==> config.mk <==
export PLATFORM = sky130hd
export DESIGN_NAME = tmt_isqrt
export DESIGN_NICKNAME = d
export VERILOG_FILES = /design/src/design/tau_met_transverse_mass_assert.svh /design/src/design/tmt_isqrt.sv
export SDC_FILE = /design/constraint.sdc
export NUM_CORES = 2
export LEC_CHECK = 0
export BUFFER_PORTS_ARGS = -buffer_cell sky130_fd_sc_hd__buf_2
export CAP_MARGIN = 10
export CORE_ASPECT_RATIO = 0.8
export CORE_MARGIN = 2
export CORE_UTILIZATION = 35
export CTS_CLUSTER_DIAMETER = 80
export DETAILED_ROUTE_END_ITERATION = 10
export GPL_ROUTABILITY_DRIVEN = 0
export PLACE_DENSITY = 0.49
export SYNTH_ARGS = -nofsm -noshare
export SYNTH_HDL_FRONTEND = slang
export SYNTH_SLANG_ARGS = --single-unit
==> constraint.sdc <==
create_clock -name clock -period 4 [get_ports clock]
set_clock_uncertainty 0.05 [all_clocks]
set_input_delay 0.4 -clock clock [delete_from_list [all_inputs] [get_ports clock]]
set_output_delay 0.4 -clock clock [all_outputs]
set_load 0.1 [all_outputs]
==> src/design/tau_met_transverse_mass_assert.svh <==
// Assertion macros shared by the transverse mass design.
// Every macro samples on the rising edge of clock and is disabled while reset is high.
`ifndef TAU_MET_TRANSVERSE_MASS_ASSERT_SVH
`define TAU_MET_TRANSVERSE_MASS_ASSERT_SVH

// The consequent must hold in the same cycle as the antecedent.
`define TMT_ASSERT_NOW(label, ante, cons) \
   label: assert property (@(posedge clock) disable iff (reset) (ante) |-> (cons)) \
      else $error("transverse mass assertion failed");

// The consequent must hold in the cycle after the antecedent.
`define TMT_ASSERT_NEXT(label, ante, cons) \
   label: assert property (@(posedge clock) disable iff (reset) (ante) |=> (cons)) \
      else $error("transverse mass assertion failed");

`endif

==> src/design/tmt_isqrt.sv <==
// Pipelined floor integer square root, one result bit per register stage.
// Stands alone; the caller carries valid bits and side data alongside.
`timescale 1ns / 1ps

module tmt_isqrt #(
   parameter int IN_W = 44
) (
   input  logic              clock,
   input  logic              adv,
   input  logic [IN_W-1:0]   radicand,
   output logic [IN_W/2-1:0] root
);
   localparam int N = IN_W / 2;

   logic [IN_W-1:0] x_ff    [N];
   logic [N+1:0]    rem_ff  [N];
   logic [N-1:0]    root_ff [N];

   for (genvar k = 0; k < N; k++) begin : g_step
      logic [IN_W-1:0] x_cur;
      logic [N+1:0]    rem_cur;
      logic [N-1:0]    root_cur;
      logic [N+3:0]    part;
      logic [N+3:0]    trial;
      logic [IN_W-1:0] x_in;
      logic [N+1:0]    rem_in;
      logic [N-1:0]    root_in;

      if (k == 0) begin : g_first
         assign x_cur    = radicand;
         assign rem_cur  = '0;
         assign root_cur = '0;
      end else begin : g_next
         assign x_cur    = x_ff[k-1];
         assign rem_cur  = rem_ff[k-1];
         assign root_cur = root_ff[k-1];
      end

      // Bring down the next two radicand bits and try the digit one.
      always_comb begin
         part  = {rem_cur, x_cur[IN_W-1 -: 2]};
         trial = {2'b00, root_cur, 2'b01};
         x_in  = {x_cur[IN_W-3:0], 2'b00};
         if (part >= trial) begin
            rem_in  = (N+2)'(part - trial);
            root_in = {root_cur[N-2:0], 1'b1};
         end else begin
            rem_in  = part[N+1:0];
            root_in = {root_cur[N-2:0], 1'b0};
         end
      end

      always_ff @(posedge clock) begin
         if (adv) begin
            x_ff[k]    <= x_in;
            rem_ff[k]  <= rem_in;
            root_ff[k] <= root_in;
         end
      end
   end

   assign root = root_ff[N-1];

endmodule

==> flow_summary_export.csv <==
group,metric,value,unit
clock_tree,cts_resized,0,
outcome,status,"completed",
critical_path,slowest_stage,"or4b_1",
floorplanning,start_util,35.2,%
timing,grt_setup_unrepaired,"no",
drt,ant_nets,0,
hold_path,whs_path_depth,1,
hold_path,min-delay-path-class,"input pin to register",
timing,hold_viol,0,
timing,setup_viol,0,
yosys,synth_cell_types,94,
grt,gr-usage-met1,24.5,%
critical_path,crit_arrival,4060,ps
floorplanning,die_x,448,µm
yosys,synthArstFlopShare,0,%
timing,setup_tns,0,ps
clock_tree,clk_path_buf_depth,3,
yosys,synth_edf_count,1189,
floorplanning,die_area,161000,µm²
hold_path,holdCritStartpoint,"adv",
timing,tightestPinTransition,1280,ps
finish,seqCellArea,35700,µm²
yosys,ys_ff_latch,1189,
yosys,synth-main-ff-cell,"edfxtp_1",
clock_tree,cts_hold_buffers,45,
power,powerDensity,541,nW/µm²
floorplanning,io_pins,68,
clock_tree,cts_buffers,133,
drt,drt-pass1-iter-count,7,
drt,drc,0,
finish,nNetsFinal,4801,
run,cap_viol_max_count,0,
floorplanning,die_h,359,µm
timing,slew_headroom,13.8,%
drt,wire_per_inst,17.3,µm
power,finalPower,34.4,mW
grt,grt_max_degree,104,
yosys,synthesis.nets,4551,
critical_path,cp-start-kind,"register",
grt,grt_util_met3,3.24,%
clock_tree,cts_tree,"built",
critical_path,worst-path-max-fanout,24,
critical_path,crit_buf_inv,1,
yosys,synth_cells,4229,
timing,period_share,90.2,%
grt,top_usage_layer,"met1",
critical_path,path_delay_family,"simple AND/OR/NAND/NOR gates",
critical_path,worstReg2RegEnd,"rem_ff[1][52]$_DFFE_PP_",
yosys,yosys_warnings,0,
drt,drt_wl_total,116,mm
finish,area_growth,15.0,%
timing,fin_crit,3610,ps
grt,grt_pass1_wl,181,mm
place,place_hpwl,82.5,mm
place,port_buffers,67,
yosys,synth_top_area_cell,"edfxtp_1",
yosys,ys_seq_area_share,64.7,%
grt,grt_pass1_vias,31072,
yosys,synth_top_cell_area_share,64.7,%
critical_path,path_class,"register to register",
hold_path,hold_end,"x_ff[0][0]$_DFFE_PP_",
critical_path,end_kind,"register",
critical_path,path_cells,"ha_1 -> or4_1 -> or4b_1 -> nand2b_4 -> a311oi_4 -> nand2b_1 -> buf_4 -> mux2_1",
grt,grt_overflow,0,
yosys,syn_area,55200,µm²
grt,globalRouteTotalUtil,14.3,%
place,dpl_worst_slack,445,ps
finish,multi_input_comb_area,18000,µm²
power,ir_drop,364,µV
clock_tree,path_clk_slew,60,ps
floorplanning,rows,130,
yosys,synthTopCellsByArea,"edfxtp_1, ha_1, xor2_1",
critical_path,reg2reg_from,"rem_ff[1][33]$_DFFE_PP_",
timing,setup_ws,392,ps
timing,fmax,277,MHz
yosys,avgSynthCellArea,13.1,µm²
grt,antenna_found_initial,2,
finish,nFillCells,14676,
critical_path,cpPeakStageDelay,610,ps
clock_tree,htree_num_levels,4,
clock_tree,worstSkewPairLatency,770,ps
finish,drive_gt1_share,9.01,%
power,leakagePower,24.0,nW
clock_tree,clock-root-buffer,"clkbuf_16",
drt,num_vias,32843,
floorplanning,core_area,157000,µm²
drt,drtIter0Drc,2841,
yosys,synthMostInstantiatedCell,"edfxtp_1",
critical_path,reg2regPathDepth,8,
grt,use_met2,17.3,%
clock_tree,cts_setup_buffers,0,
critical_path,r2r_setup_slack,390,ps
yosys,synthTopCellsByCount,"edfxtp_1, inv_1, nand2_1, ha_1, nor2_1",
clock_tree,clkSinkCount,1189,
critical_path,crit_required,4460,ps
drt,vias_per_cell,4.90,
timing,slew_viol_final,0,
cells by family (layout without fill, tap and decap cells):
group | after synthesis | count (layout) | synth area share [%]
compound gates | 819 | 819 | 9.27
xor+xnor | 372 | 372 | 5.90
fa+ha+maj | 276 | 276 | 6.25
buf+inv | 411 | 767 | 2.84
flops | 1189 | 1189 | 64.7
mux | 39 | 39 | 0.791
other cells | 1 | 2 | 0.00679
simple gates | 1122 | 1122 | 10.3
placed cells by master, fill, tap and decap left out, types with 19 or more instances in the layout:
master         netlist  final
nor2b_1             45     45
nand4_1             37     37
edfxtp_1          1189   1189
o31ai_1             28     28
buf_2               10     66
a21oi_1            242    240
a31oi_1             24     24
nor4_1              55     55
nor2_1             255    255
dlygate4sd3_1        0     45
clkbuf_1            55     28
or3_1               38     38
o21a_1              59     59
clkinv_2             0     26
clkinv_1             0     22
nand2_1            278    278
xor2_1             197    197
inv_1              335    335
and3_1              26     26
xnor2_1            175    175
nor3_1             120    120
nand3_1             62     62
and2_1              20     20
clkbuf_16            0    136
nand2b_1            62     62
or2_2               27     27
o21ai_0            212    212
or4_1               28     28
buf_4                1     58
mux2_2              22     22
a211oi_1            24     24
o211ai_1            19     19
ha_1               276    276
a21o_1              82     82
where the power goes:
part           leakage, nW  internal, mW  switching, mW  total (mW)
Combinational         10.5          2.39           3.35        5.74
Sequential            11.4          15.5          0.907        16.4
Clock                 2.13          7.08           5.13        12.2
Total                 24.0          25.0           9.38        34.4
layout make-up:
class                      instances  share of cell area, %
multi-input combinational       2629                   28.3
timing repair buffer             187                   2.48
inverter                         339                   2.00
sequential                      1189                   56.2
clock inverter                    77                   1.32
tap                             2112                   4.16
antenna                            1                0.00394
clock buffer                     164                   5.52
worst max-delay path by stage:
stage	from	end	slack [ps]	depth (start not counted)
2_1_floorplan	rem_ff[1][133]$_DFFE_PP_	rem_ff[1][160]$_DFFE_PP_	870	10
3_3_place_gp	rem_ff[1][33]$_DFFE_PP_	rem_ff[1][52]$_DFFE_PP_	480	8
3_5_place_dp	rem_ff[1][33]$_DFFE_PP_	rem_ff[1][71]$_DFFE_PP_	440	9
4_1_cts	rem_ff[1][33]$_DFFE_PP_	rem_ff[1][67]$_DFFE_PP_	420	9
5_1_grt	rem_ff[2][49]$_DFFE_PP_	rem_ff[2][95]$_DFFE_PP_	220	9
6_report	rem_ff[1][33]$_DFFE_PP_	rem_ff[1][52]$_DFFE_PP_	390	8
sequential cells by signal (all words and copies together), names as in the netlist:
name,cells
rem_ff,474
root_ff,253
x_ff,462
through the flow:
stage          instance area [µm²]  util [%]  cells  hold slack, ps
2_1_floorplan                55200         -   4229             350
3_3_place_gp                 58700      37.5   6411             350
3_5_place_dp                 58700      37.5   6411             355
4_1_cts                      63500      40.5   6697            31.0
5_1_grt                      63500      40.5   6698            12.7
6_report                     63500      40.5   6698            25.7
layer usage:
layer	routed length (µm)	vias to the layer above	share of wire, %
met5	0	-	0
met4	2170	0	1.9
met3	7340	153	6.3
met2	41700	797	36
met1	64600	15691	56
li1	-	16202	-
No activity file was read; power rests on OpenSTA's default activity.
